[src/pdg_pkg.sv]
// ----------------------------------------------------------------------------
// pdg_pkg
// Types and constants shared by the bilinear deposit/gather unit.
// ----------------------------------------------------------------------------
package pdg_pkg;

    localparam int GRID_W     = 32;
    localparam int GRID_H     = 32;
    localparam int NODE_COUNT = GRID_W * GRID_H;
    localparam int ADDR_W     = $clog2(NODE_COUNT);
    localparam int CX_W       = $clog2(GRID_W);
    localparam int CY_W       = $clog2(GRID_H);
    localparam int W_W        = 17;
    localparam int PROD_W     = W_W + 32;
    localparam int ACC_W      = PROD_W + 2;
    localparam int QDEPTH     = 4;
    localparam int Q_AW       = $clog2(QDEPTH);
    localparam int Q_CW       = $clog2(QDEPTH + 1);

    typedef enum logic [1:0] {
        ACT_CLEAR   = 2'd0,
        ACT_DEPOSIT = 2'd1,
        ACT_GATHER  = 2'd2,
        ACT_READ    = 2'd3
    } action_t;

    typedef enum logic [2:0] {
        ST_CLEAR,
        ST_IDLE,
        ST_UPD,
        ST_ACC,
        ST_FIN
    } state_t;

    typedef struct packed {
        action_t                   action;
        logic                      alive;
        logic [3:0][ADDR_W-1:0]    idx;
        logic [3:0][W_W-1:0]       w;
        logic [ADDR_W-1:0]         rd_idx;
        logic                      rd_ok;
    } pdg_cmd_t;

    typedef struct packed {
        logic     push;
        pdg_cmd_t data;
    } pdg_push_t;

endpackage

[src/pdg_queue.sv]
// ----------------------------------------------------------------------------
// pdg_queue
// Short command queue between the front and the back.
// ----------------------------------------------------------------------------
module pdg_queue
    import pdg_pkg::*;
(
    input  logic       clk,
    input  logic       rst_n,
    input  pdg_push_t  q_in,
    output logic       q_full,
    input  logic       pop,
    output logic       q_empty,
    output pdg_cmd_t   head
);

    pdg_cmd_t          slot_reg [QDEPTH];
    logic [Q_AW-1:0]   wr_ptr_reg, wr_ptr_next;
    logic [Q_AW-1:0]   rd_ptr_reg, rd_ptr_next;
    logic [Q_CW-1:0]   cnt_reg, cnt_next;
    logic              do_pop;

    assign q_full  = (cnt_reg == Q_CW'(QDEPTH));
    assign q_empty = (cnt_reg == '0);
    assign head    = slot_reg[rd_ptr_reg];
    assign do_pop  = pop && !q_empty;

    always_comb
    begin
        wr_ptr_next = q_in.push ? wr_ptr_reg + 1'b1 : wr_ptr_reg;
        rd_ptr_next = do_pop ? rd_ptr_reg + 1'b1 : rd_ptr_reg;
        cnt_next    = cnt_reg + Q_CW'(q_in.push) - Q_CW'(do_pop);
    end

    always_ff @(posedge clk or negedge rst_n)
    begin
        if (!rst_n)
        begin
            wr_ptr_reg <= '0;
            rd_ptr_reg <= '0;
            cnt_reg    <= '0;
        end
        else
        begin
            wr_ptr_reg <= wr_ptr_next;
            rd_ptr_reg <= rd_ptr_next;
            cnt_reg    <= cnt_next;
        end
    end

    always_ff @(posedge clk)
    begin
        if (q_in.push)
        begin
            slot_reg[wr_ptr_reg] <= q_in.data;
        end
    end

endmodule

[config.mk]
export PLATFORM = sky130hd
export DESIGN_NAME = pdg_queue
export DESIGN_NICKNAME = d
export VERILOG_FILES = /design/src/pdg_pkg.sv /design/src/pdg_queue.sv
export SDC_FILE = /design/constraint.sdc
export NUM_CORES = 1
export LEC_CHECK = 0
export ABC_AREA = 1
export BUFFER_PORTS_ARGS = -buffer_cell sky130_fd_sc_hd__buf_2
export CORE_AREA = 5 5 262 264
export DETAILED_ROUTE_END_ITERATION = 8
export DIE_AREA = 0 0 267 269
export GPL_TIMING_DRIVEN = 0
export PLACE_DENSITY = 0.53
export SLEW_MARGIN = 20
export SYNTH_ARGS = -nofsm -noshare
export SYNTH_HDL_FRONTEND = slang
export SYNTH_SLANG_ARGS = --single-unit
[constraint.sdc]
create_clock -name clk -period 8 [get_ports clk]
set_clock_uncertainty 0.2 [all_clocks]
set_input_delay 1.6 -clock clk [delete_from_list [all_inputs] [get_ports clk]]
set_output_delay 1.6 -clock clk [all_outputs]
set_load 0.005 [all_outputs]
==> results.yml <==
sta:
  slew_headroom_pct: 33.9
  setup_viol: 0
  report.final.hold_viol_count: 0
  max_freq_mhz: 217
  finalSetupTns_ns: 0
  period_minus_slack_ns: 4.62
  worst_pin_slew_ns: 0.992
  period_share_pct: 57.7
  drv_slew: 0
  rsz0062_at_grt: "false"
  worst_slack_ns: 3.38
logic_synthesis:
  synth.avg_cell_area_um2: 12.2
  synth_area_mm2: 0.0196
  yosys.area.top_type: "edfxtp_1"
  ys_ff_latch: 495
  ys_seq_area_share_pct: 75.7
  synthTopCellsByArea: "edfxtp_1 75%, nand2_1 7.3%, o21ai_0 4.8%, nor2_1 4.7%, inv_1 2.6%"
  synth_cells: 1601
  yosysWarnings: 0
  ys_types: 20
  synth_top_area_share_pct: 74.8
  syn_nets: 1734
global_routing:
  grt_pass1_vias: 12405
  grt_start_max_net_pins: 72
  grt_overflow_total: 0
  antenna_found_initial: 12
  grt_usage_pct: 14.6
  grt_first_pass_wirelength_um: 78700
cells_and_area:
  area_delta_synth_final_pct: 21.0
  mostFrequentLayoutCell: "edfxtp_1"
  layout_common_cells: "488 x edfxtp_1, 382 x nand2_1, 262 x buf_2, 245 x nor2_1, 186 x o21ai_0"
  fin_nets: 2042
  largest_register_ff_count: 488
  seq_area_mm2: 0.0148
  fillCellCount: 6493
  multi_input_area_mm2: 0.00372
  final_area_mm2: 0.0237
  drive_gt1_share_pct: 18.9
floorplan:
  rows: 95
  core_area_mm2: 0.0663
  fp.dieW_um: 267
  die_area_mm2: 0.0718
  io_pins: 250
  dieHeight_um: 269
  initial_core_util_pct: 29.5
pwr:
  power_frac_seq_pct: 38.9
  p_sw_share_pct: 35.7
  internal_power_w: 0.00577
  vdd_drop_max_mv: 0.186
  powerDensity_mw_per_mm2: 379
  total_power_w: 0.00898
  p_comb_share_pct: 35.0
  pwr-share-clk_pct: 26.1
  p_leak_nw: 9.35
  p_switching_w: 0.00320
place:
  place_ws_ns: 3.80
  hpwlAfterDp_um: 32600
  io_buffers: 249
  place.gp.congestion: 0.737
  post_dp_cell_area_mm2: 0.0221
critical_path:
  end_kind: "output pin"
  crit_path_start_kind: "register"
  arrival_ns: 2.82
  cp.required_ns: 6.20
  setup.worst_path.class: "reg2out"
  crit_path_max_fanout: 10
detailed_routing:
  first_pass_iters: 5
  wl_um: 54000
  drcViolationCount: 0
  avgViaCountPerCell: 4.39
  drt_iter0_markers: 832
  ant_nets: 0
  wl_per_cell_um: 19.1
  route.vias.total: 12392
cts:
  cts_setup_buffers: 0
  cts.hold.buffers_added: 0
  clock_path_buffers: 3
  h-tree-depth: 2
  worstSkewPairLatency_ns: 0.57
  clkTransAtPathRegs_ns: 0.06
  ctsResizeCount: 0
  cts_inserted_buffers: 53
  cts_tree: "yes"
  clk_root_buffer_cell: "clkbuf_16"
  cts_sinks: 495
job:
  cap_violations: 0
status:
  status: "complete, no violations"
hold_path:
  hold_class: "reg2reg"
==> cell usage after synthesis <==
master      n
edfxtp_1  488
nand2_1   382
nor2_1    245
o21ai_0   186
inv_1     138
o21ai_1    59
clkbuf_1   32
buf_6      24
buf_2      13
buf_1       9
dfrtp_1     7
ha_1        6
buf_4       3
nand3_1     2
xor2_1      2
buf_8       1
fa_1        1
inv_2       1
nor3_1      1
xnor2_1     1
==> routing by layer <==
layer	vias up	track usage, %	wire length, µm
met5	-	0	75
met4	10	3.96	1180
met3	95	3.29	2890
met2	268	24.5	26400
met1	5995	19.3	23500
li1	6024	-	-
==> final cells by class <==
type,count,area share [%]
Clock buffer,66,5.88
Inverter,139,2.33
Multi-Input combinational cell,885,15.7
Tap cell,873,4.61
Buffer,82,2.22
Timing Repair Buffer,253,5.72
Clock inverter,23,0.981
Antenna cell,7,0.0739
Sequential cell,495,62.5
==> metrics by stage <==
step | std cells | hold WS [ns] | utilization (%)
finish | 2823 | 0.273 | 35.8
global route | 2822 | 0.334 | 35.8
CTS | 2816 | 0.277 | 35.7
detailed placement | 2727 | 0.263 | 33.3
global placement | 2723 | 0.262 | 33.1
floorplan | 1601 | 0.241 | -
==> path summary, 6_finish.rpt <==
| path | start | end | slack [ns] | depth (start not counted) |
|---|---|---|---|---|
| max | rd_ptr_reg[1] | head[2] | 3.38 | 6 |
| min | rd_ptr_reg[1] | rd_ptr_reg[1] | 0.27 | 2 |
| max in group asynchronous | rst_n | wr_ptr_reg[0] | 6.78 | 1 |
| max reg2reg | wr_ptr_reg[0] | slot_reg[0][81] | 5.66 | 5 |
| min reg2reg | rd_ptr_reg[1] | rd_ptr_reg[1] | 0.27 | 2 |
| min in group asynchronous | rst_n | cnt_reg[2] | 0.66 | 1 |
==> power by group through the flow <==
stage / registers, W / logic (W) / clock network, W
2_1_floorplan: 0.00358 / 0.00170 / 0
3_3_place_gp: 0.00366 / 0.00319 / 0
3_5_place_dp: 0.00355 / 0.00326 / 0
4_1_cts: 0.00349 / 0.00327 / 0.00242
5_1_grt: 0.00353 / 0.00355 / 0.00252
6_report: 0.00349 / 0.00314 / 0.00234
==> worst max-delay path, cell delays in order, from the launching register on <==
cell and delay (ns):
dfrtp_1 0.37, inv_1 0.06, clkbuf_1 0.73, clkbuf_1 0.66, nand2_1 0.13, nand2_1 0.15
buf_2 0.14
==> kinds of logic after synthesis <==
family,count (synthesis),synth area share (%)
buffers and inverters,221,5.35
AND/OR/NAND/NOR,630,12.1
XOR/XNOR,3,0.134
adder cells (fa/ha/maj),7,0.485
AO/OA/AOI/OAI,245,6.26
flip-flops,495,75.7
Power figures use the tool's default switching activity.
