$ cat src/pdg_pkg.sv
// ----------------------------------------------------------------------------
// pdg_pkg
// Types and constants shared by the bilinear deposit/gather unit.
// ----------------------------------------------------------------------------
package pdg_pkg;

    localparam int GRID_W     = 32;
    localparam int GRID_H     = 32;
    localparam int NODE_COUNT = GRID_W * GRID_H;
    localparam int ADDR_W     = $clog2(NODE_COUNT);
    localparam int CX_W       = $clog2(GRID_W);
    localparam int CY_W       = $clog2(GRID_H);
    localparam int W_W        = 17;
    localparam int PROD_W     = W_W + 32;
    localparam int ACC_W      = PROD_W + 2;
    localparam int QDEPTH     = 4;
    localparam int Q_AW       = $clog2(QDEPTH);
    localparam int Q_CW       = $clog2(QDEPTH + 1);

    typedef enum logic [1:0] {
        ACT_CLEAR   = 2'd0,
        ACT_DEPOSIT = 2'd1,
        ACT_GATHER  = 2'd2,
        ACT_READ    = 2'd3
    } action_t;

    typedef enum logic [2:0] {
        ST_CLEAR,
        ST_IDLE,
        ST_UPD,
        ST_ACC,
        ST_FIN
    } state_t;

    typedef struct packed {
        action_t                   action;
        logic                      alive;
        logic [3:0][ADDR_W-1:0]    idx;
        logic [3:0][W_W-1:0]       w;
        logic [ADDR_W-1:0]         rd_idx;
        logic                      rd_ok;
    } pdg_cmd_t;

    typedef struct packed {
        logic     push;
        pdg_cmd_t data;
    } pdg_push_t;

endpackage

$ cat src/pdg_front.sv
// ----------------------------------------------------------------------------
// pdg_front
// Accepts items, splits positions into cell and fraction, builds the
// corner indices and weights, and pushes a command into the queue.
// ----------------------------------------------------------------------------
module pdg_front
    import pdg_pkg::*;
(
    input  logic              clk,
    input  logic              rst_n,
    input  logic              item_valid,
    output logic              item_stall,
    input  logic [1:0]        action,
    input  logic [16:0]       pos_x,
    input  logic [16:0]       pos_y,
    input  logic              alive,
    input  logic [4:0]        node_col,
    input  logic [4:0]        node_row,
    input  logic              init_busy,
    input  logic              q_full,
    output pdg_push_t         q_in
);

    logic              vld_reg, vld_next;
    action_t           act_reg;
    logic              alive_reg;
    logic [CX_W-1:0]   cx_reg, cx_next;
    logic [CY_W-1:0]   cy_reg, cy_next;
    logic [15:0]       fx_reg, fx_next;
    logic [15:0]       fy_reg, fy_next;
    logic [4:0]        col_reg, row_reg;

    logic              accept;
    logic [15:0]       px, py;
    logic [16+CX_W-1:0] tx;
    logic [16+CY_W-1:0] ty;
    logic [W_W-1:0]    ax [2];
    logic [W_W-1:0]    ay [2];
    pdg_cmd_t          cmd;

    assign item_stall = init_busy || (vld_reg && q_full);
    assign accept     = item_valid && !item_stall;

    assign px = (pos_x >= 17'd65536) ? 16'hFFFF : pos_x[15:0];
    assign py = (pos_y >= 17'd65536) ? 16'hFFFF : pos_y[15:0];
    assign tx = (16+CX_W)'(px) * (16+CX_W)'(GRID_W - 1);
    assign ty = (16+CY_W)'(py) * (16+CY_W)'(GRID_H - 1);
    assign cx_next = tx[16+CX_W-1:16];
    assign cy_next = ty[16+CY_W-1:16];
    assign fx_next = tx[15:0];
    assign fy_next = ty[15:0];

    assign vld_next = accept || (vld_reg && q_full);

    always_ff @(posedge clk or negedge rst_n)
    begin
        if (!rst_n)
        begin
            vld_reg <= 1'b0;
        end
        else
        begin
            vld_reg <= vld_next;
        end
    end

    always_ff @(posedge clk)
    begin
        if (accept)
        begin
            act_reg   <= action_t'(action);
            alive_reg <= alive;
            cx_reg    <= cx_next;
            cy_reg    <= cy_next;
            fx_reg    <= fx_next;
            fy_reg    <= fy_next;
            col_reg   <= node_col;
            row_reg   <= node_row;
        end
    end

    assign ax[0] = W_W'(17'd65536 - {1'b0, fx_reg});
    assign ax[1] = {1'b0, fx_reg};
    assign ay[0] = W_W'(17'd65536 - {1'b0, fy_reg});
    assign ay[1] = {1'b0, fy_reg};

    always_comb
    begin
        logic [33:0] prod;
        cmd.action = act_reg;
        cmd.alive  = alive_reg;
        for (int k = 0; k < 4; k++)
        begin
            prod = 34'(ax[k & 1]) * 34'(ay[k >> 1]);
            cmd.w[k]   = W_W'((prod + 34'd32768) >> 16);
            cmd.idx[k] = ADDR_W'((32'(cy_reg) + 32'(k >> 1)) * 32'(GRID_W)
                                 + 32'(cx_reg) + 32'(k & 1));
        end
        cmd.rd_idx = ADDR_W'(32'(row_reg) * 32'(GRID_W) + 32'(col_reg));
        cmd.rd_ok  = (32'(col_reg) < 32'(GRID_W)) && (32'(row_reg) < 32'(GRID_H));
    end

    assign q_in.push = vld_reg && !q_full;
    assign q_in.data = cmd;

endmodule

$ cat config.mk
export PLATFORM = sky130hd
export DESIGN_NAME = pdg_front
export DESIGN_NICKNAME = d
export VERILOG_FILES = /design/src/pdg_pkg.sv /design/src/pdg_front.sv
export SDC_FILE = /design/constraint.sdc
export NUM_CORES = 2
export LEC_CHECK = 0
export ABC_AREA = 0
export BUFFER_PORTS_ARGS = -buffer_cell sky130_fd_sc_hd__buf_2
export CORE_ASPECT_RATIO = 2
export CORE_MARGIN = 4
export CORE_UTILIZATION = 55
export DETAILED_ROUTE_END_ITERATION = 8
export HOLD_SLACK_MARGIN = 0.02
export PLACE_DENSITY = 0.69
export SYNTH_ARGS = -nofsm -noshare
export SYNTH_HDL_FRONTEND = slang
export SYNTH_SLANG_ARGS = --single-unit
$ cat constraint.sdc
create_clock -name clk -period 14.1 [get_ports clk]
set_input_delay 0.705 -clock clk [delete_from_list [all_inputs] [get_ports clk]]
set_output_delay 0.705 -clock clk [all_outputs]
set_load 0.1 [all_outputs]
==> impl_metrics.json <==
{
  "outcome": "finished clean",
  "nets": 6061,
  "setup_tns_ns": 0,
  "grt_pass1_vias": 34123,
  "firstDrtPassIters": 7,
  "die_x_um": 200,
  "slew_viol_final": 0,
  "synth.avg_cell_area_sq_um": 8.97,
  "fillers": 6473,
  "synthDistinctLibCells": 75,
  "placementRows": 140,
  "drcViolationCount": 0,
  "setup_violations": 0,
  "cts-root-buf": "clkbuf_16",
  "io_buffer_count": 174,
  "slew_headroom_pct": 19.0,
  "area.growth.synth_to_final_pct": 5.16,
  "dpl.hpwl_um": 87500,
  "synth_top_family_by_area": "adder cells",
  "fmax_ghz": 0.0953,
  "htreeDepth": 2,
  "skew_ns": 0.00759,
  "fin_crit_ns": 10.50,
  "drive_gt1_share_pct": 7.23,
  "vias": 30127,
  "cp.buffers_inverters": 7,
  "post_cts_buffers": 0,
  "synth-edff-count": 55,
  "insertion_delay_ns": 0.32,
  "top_usage_layer": "met2",
  "synth-xor-area-share_pct": 3.22,
  "first_iter_violations": 1468,
  "start_util_pct": 55.8,
  "globalRouteOverflowTotal": 0,
  "antenna_found_initial": 1,
  "finalCritPeriodShare_pct": 74.5,
  "gr-usage-all-layers_pct": 27.9,
  "vias_per_cell": 5.48,
  "yosys.area_share.simple_pct": 15.9,
  "max_stage_delay_ns": 0.82,
  "die_area_sq_um": 78700,
  "min_path_type": "input port to async pin",
  "num_io_pins": 176,
  "criticalPathCategory": "register to primary output",
  "synth_nets": 6025,
  "post_drt_wl_per_cell_um": 19.3,
  "cts_tree": "yes",
  "cp-start-kind": "register",
  "grt.met3_usage_pct": 2.61,
  "critPathTopFamily": "adder cells",
  "core_region_area_sq_um": 73000,
  "synth_seq_cells": 56,
  "grt_max_degree": 39,
  "clockBufferDepth": 2,
  "async_reset_ff_share_pct": 1.79,
  "synth_compound_area_share_pct": 3.42,
  "die_y_um": 393,
  "gp_congestion": 0.985,
  "synthCells": 4540,
  "crit_path_top_delay_cell": "xor2_1",
  "yosys.area_share.adder_pct": 60.9,
  "clk_pin_slew_ns": 0.09,
  "grt_pass1_wl_um": 173000,
  "end_kind": "primary output",
  "ant_nets": 0,
  "crit_arrival_ns": 9.79,
  "routed_wl_um": 106000,
  "reg2reg_slack_ns": 11.90,
  "synth_flop_cell": "edfxtp_1",
  "worst_ep_required_time_ns": 13.40,
  "yosysSeqAreaShare_pct": 4.12,
  "ys.warnings.count": 0,
  "cp_max_fo": 26,
  "path_common_cell": "fa_1",
  "cts_buffers": 5,
  "synth.area.mux_share_pct": 0.0246,
  "final_hold_viol_count": 0,
  "tightest_slew_ns": 1.21,
  "postCtsHoldBufs": 0,
  "ctsResizeCount": 0,
  "drv_cap": 0,
  "rsz0062_at_grt": "no",
  "syn_area_sq_um": 40700,
  "cts_sinks": 56,
  "grtUsageMet1_pct": 27.1,
  "grt.met2_usage_pct": 55.3
}
==> cell usage after synthesis (4+ instances only) <==
cell type / n / area [sq um]
inv_1: 1117 / 4190
fa_1: 913 / 18300
nand2_1: 617 / 2320
ha_1: 520 / 6510
and2_1: 359 / 2250
nor2_1: 198 / 743
clkbuf_1: 186 / 698
xnor2_1: 98 / 858
a21oi_1: 56 / 280
edfxtp_1: 55 / 1650
nor3_1: 49 / 245
xor2_1: 48 / 420
o21ai_0: 31 / 155
nand3_1: 28 / 140
or2_2: 26 / 163
a21o_1: 22 / 165
nor2b_1: 19 / 119
o21a_1: 19 / 143
or3_1: 16 / 100
and3_1: 15 / 93.8
buf_4: 13 / 97.6
buf_1: 11 / 41.3
a211oi_1: 10 / 75.1
nand4_1: 8 / 50.1
nand2b_1: 7 / 43.8
buf_2: 6 / 30.0
nor4_1: 6 / 37.5
a31o_2: 5 / 43.8
a21boi_0: 4 / 30.0
o211ai_1: 4 / 30.0
o21bai_1: 4 / 30.0
==> worst register-to-register path: stages (launching register included) <==
cell	delay (ns)
dfrtp_1	0.40
a21oi_1	0.24
and2_2	0.60
buf_4	0.55
==> path summary, 6_finish.rpt <==
kind,end,depth (start not counted),from
max in group asynchronous,vld_reg,1,rst_n
setup reg to reg,fx_reg[15],3,vld_reg
min in group clk,vld_reg,1,vld_reg
hold / removal,vld_reg,1,rst_n
hold reg to reg,vld_reg,1,vld_reg
setup / recovery,q_in[61],30,fx_reg[0]
==> per-layer routing <==
metal / routed length (um) / vias up
met4: 8410 / 0
met2: 59500 / 983
met5: 0 / -
met3: 4500 / 390
met1: 33600 / 15344
li1: - / 13410
==> per-stage QoR <==
| step | std cells | setup WS (ns) | instance area [sq um] | util, % | hold slack (ns) |
|---|---|---|---|---|---|
| floorplan | 4540 | 4.26 | 40700 | - | 0.409 |
| global placement | 5492 | 4.26 | 42700 | 58.4 | 0.481 |
| detailed placement | 5492 | 4.04 | 42700 | 58.4 | 0.483 |
| CTS | 5500 | 3.63 | 42800 | 58.6 | 0.127 |
| global route | 5500 | 3.12 | 42800 | 58.6 | 0.131 |
| finish | 5502 | 3.60 | 42800 | 58.6 | 0.136 |
==> logic make-up (layout without fill, tap and decap cells) <==
family	after synthesis	count (layout)
AOI/OAI and AO/OA	201	201
and+or+nand+nor	1365	1365
muxes	1	1
xor gates and xnor gates	148	148
DFF	56	56
other	1	3
buffers and inverters	1335	1372
adders and majority gates	1433	1433
==> final cells by class <==
cell class	instances	area (sq um)	area share (%)
Antenna cell	2	5.00	0.0117
Clock buffer	6	129	0.301
Clock inverter	2	11.3	0.0263
Inverter	1118	4200	9.80
Multi-Input combinational cell	3149	34200	80.0
Sequential cell	56	1680	3.92
Tap cell	923	1150	2.70
Timing Repair Buffer	246	1410	3.30
==> placed cells by master (no fill, tap or decap), types with 5 or more instances in the layout <==
master | netlist | layout
a211oi_1 | 10 | 10
a21o_1 | 22 | 22
a21oi_1 | 56 | 56
a31o_2 | 5 | 5
and2_1 | 359 | 358
and3_1 | 15 | 15
buf_2 | 6 | 174
buf_4 | 13 | 72
clkbuf_16 | 0 | 5
edfxtp_1 | 55 | 55
fa_1 | 913 | 913
ha_1 | 520 | 520
inv_1 | 1117 | 1117
nand2_1 | 617 | 617
nand2b_1 | 7 | 7
nand3_1 | 28 | 28
nand4_1 | 8 | 8
nor2_1 | 198 | 198
nor2b_1 | 19 | 19
nor3_1 | 49 | 48
nor4_1 | 6 | 6
o21a_1 | 19 | 19
o21ai_0 | 31 | 31
or2_2 | 26 | 26
or3_1 | 16 | 16
xnor2_1 | 98 | 86
xnor2_4 | 0 | 8
xor2_1 | 48 | 43
Power is not shown: default switching activity piles up to over one toggle a cycle in this logic, so the estimate is an artifact.
